==> src/rtl/core/sta_pkg.sv <==
// ----------------------------------------------------------------------------
// sta_pkg
// Shared constants, codes and controller/datapath structs of the slot
// allocator with tail trimming.
// ----------------------------------------------------------------------------
package sta_pkg;

  localparam int SLOTS = 256;
  localparam int IDX_W = 8;   // slot index width, fixed by the word fields
  localparam int CNT_W = 9;   // counts 0 .. SLOTS

  localparam logic [1:0] MODE_ALLOC   = 2'd0;
  localparam logic [1:0] MODE_RELEASE = 2'd1;
  localparam logic [1:0] MODE_CLEAR   = 2'd2;

  localparam logic [1:0] ST_OK   = 2'd0;
  localparam logic [1:0] ST_FULL = 2'd1;
  localparam logic [1:0] ST_BAD  = 2'd2;

  typedef struct packed {
    logic load_req;    // latch the request word, reset the result
    logic alloc_rd;    // pop: read the stack top, shrink the depth
    logic alloc_new;   // grant the slot at the top, raise the top
    logic alloc_take;  // popped entry is on the RAM read data
    logic set_full;
    logic set_bad;
    logic push;        // push the released index onto the free list
    logic top_dec;
    logic clear;
    logic walk_step;   // trim one free slot off the top
    logic scan_start;
    logic scan_step;   // compaction pass over the free list
    logic scan_end;
    logic emit;        // load the result word
  } sta_cmd_t;

  typedef struct packed {
    logic [1:0] mode;
    logic       idx_bad;
    logic       idx_is_top;
    logic       depth_nz;
    logic       store_full;
    logic       walk_more;
    logic       scan_done;
    logic       out_busy;
  } sta_stat_t;

endpackage

==> src/rtl/core/sta_if.sv <==
// ----------------------------------------------------------------------------
// sta_req_if / sta_rsp_if
// Valid/ready channels of the slot allocator: request and result words.
// ----------------------------------------------------------------------------
interface sta_req_if import sta_pkg::*; ();
  logic             valid;
  logic             ready;
  logic [1:0]       mode;
  logic [IDX_W-1:0] slot_index;

  modport source (output valid, mode, slot_index, input ready);
  modport sink   (input valid, mode, slot_index, output ready);
endinterface

interface sta_rsp_if import sta_pkg::*; ();
  logic             valid;
  logic             ready;
  logic [IDX_W-1:0] granted_index;
  logic [1:0]       status;
  logic [CNT_W-1:0] slot_top;

  modport source (output valid, granted_index, status, slot_top, input ready);
  modport sink   (input valid, granted_index, status, slot_top, output ready);
endinterface

==> src/rtl/core/sta_ram.sv <==
// ----------------------------------------------------------------------------
// sta_ram
// Generic single write port, single read port RAM with registered read.
// ----------------------------------------------------------------------------
module sta_ram #(
  parameter int WIDTH = 8,
  parameter int DEPTH = 256
) (
  input  logic                     clk,
  input  logic                     we,
  input  logic [$clog2(DEPTH)-1:0] waddr,
  input  logic [WIDTH-1:0]         wdata,
  input  logic [$clog2(DEPTH)-1:0] raddr,
  output logic [WIDTH-1:0]         rdata
);

  logic [WIDTH-1:0] mem [DEPTH];

  always_ff @(posedge clk) begin
    if (we) begin
      mem[waddr] <= wdata;
    end
    rdata <= mem[raddr];
  end

endmodule

==> src/rtl/core/sta_ctrl.sv <==
// ----------------------------------------------------------------------------
// sta_ctrl
// Sequencer of the slot allocator: decode, pop, trim walk, compaction, reply.
// ----------------------------------------------------------------------------
module sta_ctrl import sta_pkg::*; (
  input  logic      clk,
  input  logic      rst,
  input  logic      req_valid,
  output logic      req_ready,
  input  sta_stat_t stat,
  output sta_cmd_t  cmd
);

  localparam logic [2:0] S_IDLE   = 3'd0;
  localparam logic [2:0] S_DECODE = 3'd1;
  localparam logic [2:0] S_POP    = 3'd2;
  localparam logic [2:0] S_WALK   = 3'd3;
  localparam logic [2:0] S_SCAN   = 3'd4;
  localparam logic [2:0] S_FINISH = 3'd5;

  logic [2:0] state;
  logic [2:0] state_next;

  assign req_ready = (state == S_IDLE);

  always_comb begin
    cmd        = '0;
    state_next = state;
    case (state)
      S_IDLE: begin
        if (req_valid) begin
          cmd.load_req = 1'b1;
          state_next   = S_DECODE;
        end
      end
      S_DECODE: begin
        state_next = S_FINISH;
        case (stat.mode)
          MODE_ALLOC: begin
            if (stat.depth_nz) begin
              cmd.alloc_rd = 1'b1;
              state_next   = S_POP;
            end else if (!stat.store_full) begin
              cmd.alloc_new = 1'b1;
            end else begin
              cmd.set_full = 1'b1;
            end
          end
          MODE_RELEASE: begin
            if (stat.idx_bad) begin
              cmd.set_bad = 1'b1;
            end else if (stat.idx_is_top) begin
              cmd.top_dec = 1'b1;
              state_next  = S_WALK;
            end else begin
              cmd.push = 1'b1;
            end
          end
          MODE_CLEAR: begin
            cmd.clear = 1'b1;
          end
          default: ;
        endcase
      end
      S_POP: begin
        cmd.alloc_take = 1'b1;
        state_next     = S_FINISH;
      end
      S_WALK: begin
        if (stat.walk_more) begin
          cmd.walk_step = 1'b1;
        end else begin
          cmd.scan_start = 1'b1;
          state_next     = S_SCAN;
        end
      end
      S_SCAN: begin
        if (stat.scan_done) begin
          cmd.scan_end = 1'b1;
          state_next   = S_FINISH;
        end else begin
          cmd.scan_step = 1'b1;
        end
      end
      S_FINISH: begin
        if (!stat.out_busy) begin
          cmd.emit   = 1'b1;
          state_next = S_IDLE;
        end
      end
      default: state_next = S_IDLE;
    endcase
  end

  always_ff @(posedge clk) begin
    if (rst) begin
      state <= S_IDLE;
    end else begin
      state <= state_next;
    end
  end

endmodule

==> src/rtl/core/sta_dp.sv <==
// ----------------------------------------------------------------------------
// sta_dp
// Datapath: top and depth counters, free marks, free list RAM, compaction
// pointers and the result register.
// Free marks sit in a RAM of their own. A slot's mark is written when the slot
// is appended at the top, so marks at or above the top are never read and
// neither reset nor clear has to sweep them.
// ----------------------------------------------------------------------------
module sta_dp import sta_pkg::*; (
  input  logic             clk,
  input  logic             rst,
  input  sta_cmd_t         cmd,
  output sta_stat_t        stat,
  input  logic [1:0]       in_mode,
  input  logic [IDX_W-1:0] in_index,
  input  logic             out_ready,
  output logic             out_valid,
  output logic [IDX_W-1:0] out_granted,
  output logic [1:0]       out_status,
  output logic [CNT_W-1:0] out_top
);

  logic [CNT_W-1:0] top_count;
  logic [CNT_W-1:0] free_depth;
  logic [1:0]       req_mode;
  logic [IDX_W-1:0] req_idx;
  logic [IDX_W-1:0] res_granted;
  logic [1:0]       res_status;
  logic [CNT_W-1:0] rd_pos;
  logic [CNT_W-1:0] wr_pos;
  logic             rd_valid;

  logic [CNT_W-1:0] top_m1;
  logic [CNT_W-1:0] top_m2;
  logic [CNT_W-1:0] depth_m1;
  logic             rd_issue;
  logic             keep;
  logic             push_ok;
  logic             ram_we;
  logic [IDX_W-1:0] ram_waddr;
  logic [IDX_W-1:0] ram_wdata;
  logic [IDX_W-1:0] ram_raddr;
  logic [IDX_W-1:0] ram_rdata;
  logic             mark_we;
  logic [IDX_W-1:0] mark_waddr;
  logic             mark_wdata;
  logic [IDX_W-1:0] mark_raddr;
  logic             mark_rdata;

  assign top_m1   = top_count - CNT_W'(1);
  assign top_m2   = top_count - CNT_W'(2);
  assign depth_m1 = free_depth - CNT_W'(1);
  assign rd_issue = (rd_pos < free_depth);
  // entries at or above the new top were trimmed off
  assign keep     = ({1'b0, ram_rdata} < top_count);
  assign push_ok  = cmd.push && (free_depth != CNT_W'(SLOTS));

  assign stat.mode       = req_mode;
  assign stat.idx_bad    = ({1'b0, req_idx} >= top_count) || mark_rdata;
  assign stat.idx_is_top = ({1'b0, req_idx} == top_m1);
  assign stat.depth_nz   = (free_depth != '0);
  assign stat.store_full = (top_count == CNT_W'(SLOTS));
  assign stat.walk_more  = (top_count != '0) && mark_rdata;
  assign stat.scan_done  = !rd_issue && !rd_valid;
  assign stat.out_busy   = out_valid && !out_ready;

  assign ram_we    = push_ok || (cmd.scan_step && rd_valid && keep);
  assign ram_waddr = push_ok ? free_depth[IDX_W-1:0] : wr_pos[IDX_W-1:0];
  assign ram_wdata = push_ok ? req_idx : ram_rdata;
  assign ram_raddr = cmd.alloc_rd ? depth_m1[IDX_W-1:0] : rd_pos[IDX_W-1:0];

  // mark of the requested slot is read at the accept edge; during the trim
  // walk the read runs one slot ahead of the top as it drops
  assign mark_we    = cmd.alloc_new || push_ok || cmd.alloc_take;
  assign mark_waddr = cmd.alloc_take ? ram_rdata :
                      (cmd.alloc_new ? top_count[IDX_W-1:0] : req_idx);
  assign mark_wdata = push_ok;
  assign mark_raddr = cmd.load_req ? in_index : top_m2[IDX_W-1:0];

  sta_ram #(
    .WIDTH (IDX_W),
    .DEPTH (SLOTS)
  ) u_free_list (
    .clk   (clk),
    .we    (ram_we),
    .waddr (ram_waddr),
    .wdata (ram_wdata),
    .raddr (ram_raddr),
    .rdata (ram_rdata)
  );

  sta_ram #(
    .WIDTH (1),
    .DEPTH (SLOTS)
  ) u_free_mark (
    .clk   (clk),
    .we    (mark_we),
    .waddr (mark_waddr),
    .wdata (mark_wdata),
    .raddr (mark_raddr),
    .rdata (mark_rdata)
  );

  // payload registers
  always_ff @(posedge clk) begin
    if (cmd.load_req) begin
      req_mode    <= in_mode;
      req_idx     <= in_index;
      res_granted <= '0;
      res_status  <= ST_OK;
    end
    if (cmd.alloc_new) begin
      res_granted <= top_count[IDX_W-1:0];
    end
    if (cmd.alloc_take) begin
      res_granted <= ram_rdata;
    end
    if (cmd.set_full) begin
      res_status <= ST_FULL;
    end
    if (cmd.set_bad) begin
      res_status <= ST_BAD;
    end
    if (cmd.scan_start) begin
      rd_pos <= '0;
      wr_pos <= '0;
    end
    if (cmd.scan_step) begin
      if (rd_issue) begin
        rd_pos <= rd_pos + CNT_W'(1);
      end
      if (rd_valid && keep) begin
        wr_pos <= wr_pos + CNT_W'(1);
      end
    end
    if (cmd.emit) begin
      out_granted <= res_granted;
      out_status  <= res_status;
      out_top     <= top_count;
    end
  end

  // control state
  always_ff @(posedge clk) begin
    if (rst) begin
      top_count  <= '0;
      free_depth <= '0;
      rd_valid   <= 1'b0;
      out_valid  <= 1'b0;
    end else begin
      if (cmd.alloc_rd) begin
        free_depth <= depth_m1;
      end
      if (cmd.alloc_new) begin
        top_count <= top_count + CNT_W'(1);
      end
      if (push_ok) begin
        free_depth <= free_depth + CNT_W'(1);
      end
      if (cmd.top_dec) begin
        top_count <= top_m1;
      end
      if (cmd.walk_step) begin
        top_count <= top_m1;
      end
      if (cmd.clear) begin
        top_count  <= '0;
        free_depth <= '0;
      end
      if (cmd.scan_start) begin
        rd_valid <= 1'b0;
      end
      if (cmd.scan_step) begin
        rd_valid <= rd_issue;
      end
      if (cmd.scan_end) begin
        free_depth <= wr_pos;
      end
      if (cmd.emit) begin
        out_valid <= 1'b1;
      end else if (out_valid && out_ready) begin
        out_valid <= 1'b0;
      end
    end
  end

endmodule

==> src/rtl/core/slot_allocator_tail_trim_unit.sv <==
// ----------------------------------------------------------------------------
// slot_allocator_tail_trim_unit
// Slot allocator with a LIFO free list; releasing the topmost slot trims
// every free slot off the top and compacts the free list.
//
//   channel  dir  fields                               handshake
//   req      in   mode[1:0], slot_index[7:0]           valid/ready
//   rsp      out  granted_index[7:0], status[1:0],     valid/ready
//                 slot_top[8:0]
//
// Allocate from top, clear, bad release, release below the top, unused mode:
// decode, then finish; allocate from the free list adds a pop step
// (registered RAM read). Release of the top slot adds the trim walk over the
// free slots at the top and a compaction pass over the free list RAM.
// One word in flight; req is taken while the previous result word still
// waits on rsp, and the finish step stalls until that word is taken.
// Synchronous reset empties the store.
// ----------------------------------------------------------------------------
module slot_allocator_tail_trim_unit import sta_pkg::*; (
  input  logic  clk,
  input  logic  rst,
  sta_req_if.sink   req,
  sta_rsp_if.source rsp
);

  sta_cmd_t  cmd;
  sta_stat_t stat;

  sta_ctrl u_ctrl (
    .clk       (clk),
    .rst       (rst),
    .req_valid (req.valid),
    .req_ready (req.ready),
    .stat      (stat),
    .cmd       (cmd)
  );

  sta_dp u_dp (
    .clk         (clk),
    .rst         (rst),
    .cmd         (cmd),
    .stat        (stat),
    .in_mode     (req.mode),
    .in_index    (req.slot_index),
    .out_ready   (rsp.ready),
    .out_valid   (rsp.valid),
    .out_granted (rsp.granted_index),
    .out_status  (rsp.status),
    .out_top     (rsp.slot_top)
  );

  // one word in flight
  a_one_in_flight: assert property (@(posedge clk) disable iff (rst)
    (req.valid && req.ready) |=> !req.ready)
    else $error("request taken while busy");

  a_full_reply: assert property (@(posedge clk) disable iff (rst)
    (rsp.valid && rsp.status == ST_FULL) |->
      (rsp.granted_index == '0 && rsp.slot_top == CNT_W'(SLOTS)))
    else $error("full reply inconsistent");

  a_bad_reply: assert property (@(posedge clk) disable iff (rst)
    (rsp.valid && rsp.status == ST_BAD) |-> (rsp.granted_index == '0))
    else $error("bad release reply carries a grant");

  a_emit_gap: assert property (@(posedge clk) disable iff (rst)
    cmd.emit |=> (rsp.valid && req.ready))
    else $error("result not presented after emit");

endmodule
==> src/flat_wrapper.sv <==
// flat-port wrapper written by rule: the top's interface ports become plain ports
module slot_allocator_tail_trim_unit_flat import sta_pkg::*;
  (clk, rst, req_valid, req_mode, req_slot_index, req_ready, rsp_valid, rsp_granted_index, rsp_status, rsp_slot_top, rsp_ready);
  sta_req_if req_i ();
  sta_rsp_if rsp_i ();
  input  logic clk;
  input  logic rst;
  input wire logic [$bits(req_i.valid)-1:0] req_valid;
  input wire logic [$bits(req_i.mode)-1:0] req_mode;
  input wire logic [$bits(req_i.slot_index)-1:0] req_slot_index;
  output wire logic [$bits(req_i.ready)-1:0] req_ready;
  output wire logic [$bits(rsp_i.valid)-1:0] rsp_valid;
  output wire logic [$bits(rsp_i.granted_index)-1:0] rsp_granted_index;
  output wire logic [$bits(rsp_i.status)-1:0] rsp_status;
  output wire logic [$bits(rsp_i.slot_top)-1:0] rsp_slot_top;
  input wire logic [$bits(rsp_i.ready)-1:0] rsp_ready;
  assign req_i.valid = req_valid;
  assign req_i.mode = req_mode;
  assign req_i.slot_index = req_slot_index;
  assign req_ready = req_i.ready;
  assign rsp_valid = rsp_i.valid;
  assign rsp_granted_index = rsp_i.granted_index;
  assign rsp_status = rsp_i.status;
  assign rsp_slot_top = rsp_i.slot_top;
  assign rsp_i.ready = rsp_ready;
  slot_allocator_tail_trim_unit u_core (.clk(clk), .rst(rst), .req(req_i), .rsp(rsp_i));
endmodule
==> config.mk <==
export PLATFORM = sky130hd
export DESIGN_NAME = slot_allocator_tail_trim_unit_flat
export DESIGN_NICKNAME = d
export VERILOG_FILES = /design/src/rtl/core/sta_pkg.sv /design/src/rtl/core/sta_if.sv /design/src/rtl/core/sta_ram.sv /design/src/rtl/core/sta_ctrl.sv /design/src/rtl/core/sta_dp.sv /design/src/rtl/core/slot_allocator_tail_trim_unit.sv /design/src/flat_wrapper.sv
export SDC_FILE = /design/constraint.sdc
export NUM_CORES = 2
export LEC_CHECK = 0
export BUFFER_PORTS_ARGS = -buffer_cell sky130_fd_sc_hd__clkbuf_2
export CORE_AREA = 2 2 527 529
export CTS_BUF_LIST = sky130_fd_sc_hd__clkbuf_4
export CTS_CLUSTER_SIZE = 24
export DETAILED_ROUTE_END_ITERATION = 16
export DIE_AREA = 0 0 529 531
export HOLD_SLACK_MARGIN = 0.15
export PLACE_DENSITY = 0.58
export SLEW_MARGIN = 15
export SYNTH_ARGS = -nofsm -noshare
export SYNTH_HDL_FRONTEND = slang
export SYNTH_HIERARCHICAL = 1
export SYNTH_SLANG_ARGS = --single-unit
==> constraint.sdc <==
create_clock -name clk -period 47 [get_ports clk]
set_input_delay 0 -clock clk [delete_from_list [all_inputs] [get_ports clk]]
set_output_delay 0 -clock clk [all_outputs]
set_load 0.03 [all_outputs]
==> reports/summary.txt <==
Synth async-reset ratio: 0%
Synthesized Nets: 5171
Synthesis-to-finish area growth: 12.5%
Num rows: 193
Leak Pwr: 33.3 nW
IO Count: 35
Setup crit start: u_core/u_dp/free_depth[0]
CTS Buf Count: 630
Final clock skew: 0.112 ns
Die Height: 531 um
Clk Latency, worst-skew pair: 1.40 ns
Final Instance Area: 108000 sq um
Slew margin rel.: 16.5%
RSZ-0062 raised after global routing: no
Clk sinks: 2393
Power Density: 57.3 nW/um^2
First-pass GRT wire length: 357 mm
Worst-Margin Slew: 1.25 ns
Vias post-DR: 52095
CTS H-tree depth: 6
CTS clk-pin slew, worst paths: 0.07 ns
Layout cells sized above 1: 27.1%
Period utilization: 17.3%
Yosys top cell area share: 73.3%
Setup tns final: 0 ns
Top-count cell post-synth: edfxtp_1
NumNets Final: 5656
HP Class: in -> reg
Final setup fails: 0
Largest net degree at the start of global routing: 211
Worst r2r src: u_core/u_dp/free_depth[0]
Mapped Cells: 5124
Initial antenna violation count: 7
Post-layout minimum cycle time: 8.14 ns
Largest area contributor in the netlist: edfxtp_1
CTS tree: done
Vias in the first global route: 52705
Die ar.: 281000 sq um
Worst Reg-to-Reg Cells: 19
Post-synth EDFFs: 2341
Final ANT Viol Nets: 0
Root buf cell: clkbuf_4
DR vias/cell: 5.41
CP Class: reg -> reg
DRC: 0
Worst R2R End: u_core/u_dp/u_free_list/rdata[2]
Critical path required time: 48.26 ns
Final wirelength: 246 mm
Syn Area/Cell: 18.7 sq um
Initial Util: 34.8%
DRT iter0 DRCs: 5178
Netlist cell types: 84
Sequential element share of the synthesized area: 74.4%
VDD IR max: 0.0552 mV
#FFs+latches synth: 2393
WP data arrival: 9.39 ns
Core area: 275000 sq um
Synth Warn #: 6
Slew Viols, Final: 0
Clk buf depth: 4
Worst setup SP type: flop
Tot Pwr: 0.00618 W
Fillers: 25074
Top cells by count, synth: edfxtp_1, nor2_1, mux4_2
Initial DRT Pass Iterations: 6
Status: finished, final reports clean
Final Hold Fails: 0
All-Layer GR Usage: 17.2%
Synthesized cell area: 95900 sq um
Avg WL per Cell: 25.5 um
Worst-path maximum fanout: 110
F_max: 123 MHz
Main area contributors after synthesis: edfxtp_1, mux4_2, nor2_1, mux2i_1, a22oi_1
Dpl hpwl: 146 mm
Primary FF master, synth: edfxtp_1
GRT Residual Overflow: 0
CP endpoint kind: flop
Max_cap viols: 0
Count of buffers from port buffering: 34
Final Wtd Congestion: 0.823
Worst setup endpoint: u_core/u_dp/u_free_list/rdata[2]
DIE WIDTH: 529 um
Reg2Reg Setup Slack: 38.86 ns
Dpl cell area: 99800 sq um
-- registers in the layout, summed over array words and instances (netlist names) --
| register | cells |
|---|---|
| u_core/u_ctrl/state | 3 |
| u_core/u_dp/free_depth | 9 |
| u_core/u_dp/out_granted | 8 |
| u_core/u_dp/out_status | 2 |
| u_core/u_dp/out_top | 9 |
| u_core/u_dp/out_valid | 1 |
| u_core/u_dp/rd_pos | 9 |
| u_core/u_dp/rd_valid | 1 |
| u_core/u_dp/req_idx | 8 |
| u_core/u_dp/req_mode | 2 |
| u_core/u_dp/res_granted | 8 |
| u_core/u_dp/res_status | 2 |
| u_core/u_dp/top_count | 9 |
| u_core/u_dp/u_free_list/mem | 2048 |
| u_core/u_dp/u_free_list/rdata | 8 |
| u_core/u_dp/u_free_mark/mem | 256 |
| u_core/u_dp/u_free_mark/rdata | 1 |
| u_core/u_dp/wr_pos | 9 |
-- worst max-delay path, cell delays in order (launching register included) --
cell and delay [ns]:
dfxtp_1 0.37, inv_1 0.21, ha_1 0.24, or4b_4 0.54, or2_2 0.33, or3_1 0.42, nor2b_1 0.19, nor2b_2 0.18
buf_4 0.24, a21oi_4 0.47, buf_4 0.67, buf_4 0.70, buf_4 0.76, buf_12 0.62, mux4_2 0.42, mux4_2 0.50
nor2_1 0.11, a2111oi_0 0.09, nor3_1 0.67, nor4_2 0.11
-- power breakdown --
group	internal, W	switching [W]
registers	0.00267	0.0000333
logic	0.000591	0.00113
clock network	0.000936	0.000819
-- final cells by class --
cell class / instances / area, sq um / area share (%)
Timing Repair Buffer: 173 / 1400 / 1.30
Clock buffer: 890 / 6680 / 6.19
Tap cell: 3607 / 4510 / 4.18
Clock inverter: 140 / 912 / 0.846
Sequential cell: 2393 / 71300 / 66.1
Antenna cell: 18 / 45.0 / 0.0418
Inverter: 32 / 125 / 0.116
Multi-Input combinational cell: 2379 / 22900 / 21.2
-- worst min-delay path by stage --
| stage | from | to | slack [ns] | cells after the start |
|---|---|---|---|---|
| 5_1_grt | rsp_ready | u_core/u_ctrl/state[2] | 0.26 | 6 |
| 4_1_cts | rsp_ready | u_core/u_ctrl/state[2] | 0.20 | 6 |
| 2_1_floorplan | rst | u_core/u_ctrl/state[1] | 0.06 | 1 |
| 6_report | rsp_ready | u_core/u_ctrl/state[2] | 0.35 | 6 |
| 3_5_place_dp | req_mode[0] | u_core/u_dp/req_mode[0] | 0.18 | 1 |
| 3_3_place_gp | req_mode[0] | u_core/u_dp/req_mode[0] | 0.18 | 1 |
-- metrics by stage --
step,setup slack [ns],util [%],cells,hold slack (ns)
2_1_floorplan,31.87,-,5124,0.0624
3_3_place_gp,38.85,36.3,8543,0.184
3_5_place_dp,38.85,36.3,8543,0.179
4_1_cts,38.84,39.2,9614,0.196
5_1_grt,38.56,39.2,9630,0.256
6_report,38.86,39.2,9632,0.353
-- metal layers --
layer | wire length (um) | vias up | share of wire (%) | global-route usage, %
met5 | 0 | - | 0 | 0
met4 | 6140 | 0 | 2.5 | 5.79
met3 | 19200 | 397 | 7.8 | 3.65
met2 | 115000 | 2243 | 47 | 26.9
met1 | 105000 | 27315 | 43 | 23.9
li1 | - | 22140 | - | -
-- cell usage in the layout (no fill, tap or decap), types with 30 or more instances in the layout --
cell type / n
nand2_1: 138
edfxtp_1: 2341
o21ai_0: 58
a22oi_1: 144
nor3_1: 45
clkinv_1: 100
mux2i_1: 197
nor2_1: 591
o221ai_1: 47
a21oi_1: 113
nor2b_1: 43
nand3_1: 58
dlygate4sd3_1: 41
inv_1: 30
clkbuf_4: 890
buf_4: 91
dfxtp_1: 52
o22ai_1: 51
ha_1: 33
clkbuf_2: 34
mux4_2: 496
-- logic make-up (layout without fill, tap and decap cells) --
family          Yosys count  count (layout)  synth area share (%)
compound gates          570             570                  4.10
flops                  2393            2393                  74.4
buf+inv                 352            1235                  2.07
fa+ha+maj                33              33                 0.431
xor+xnor                 30              30                 0.274
other cells               0              18                     0
mux                     698             698                  13.8
simple gates           1048            1048                  4.90
-- timing repair --
item	4_1_cts	5_1_grt
setup buffers	0	0
resized for setup	0	0
hold buffers	41	0
endpoints found under the hold margin	73	0
Note: power is estimated with default switching activity, not from simulation.
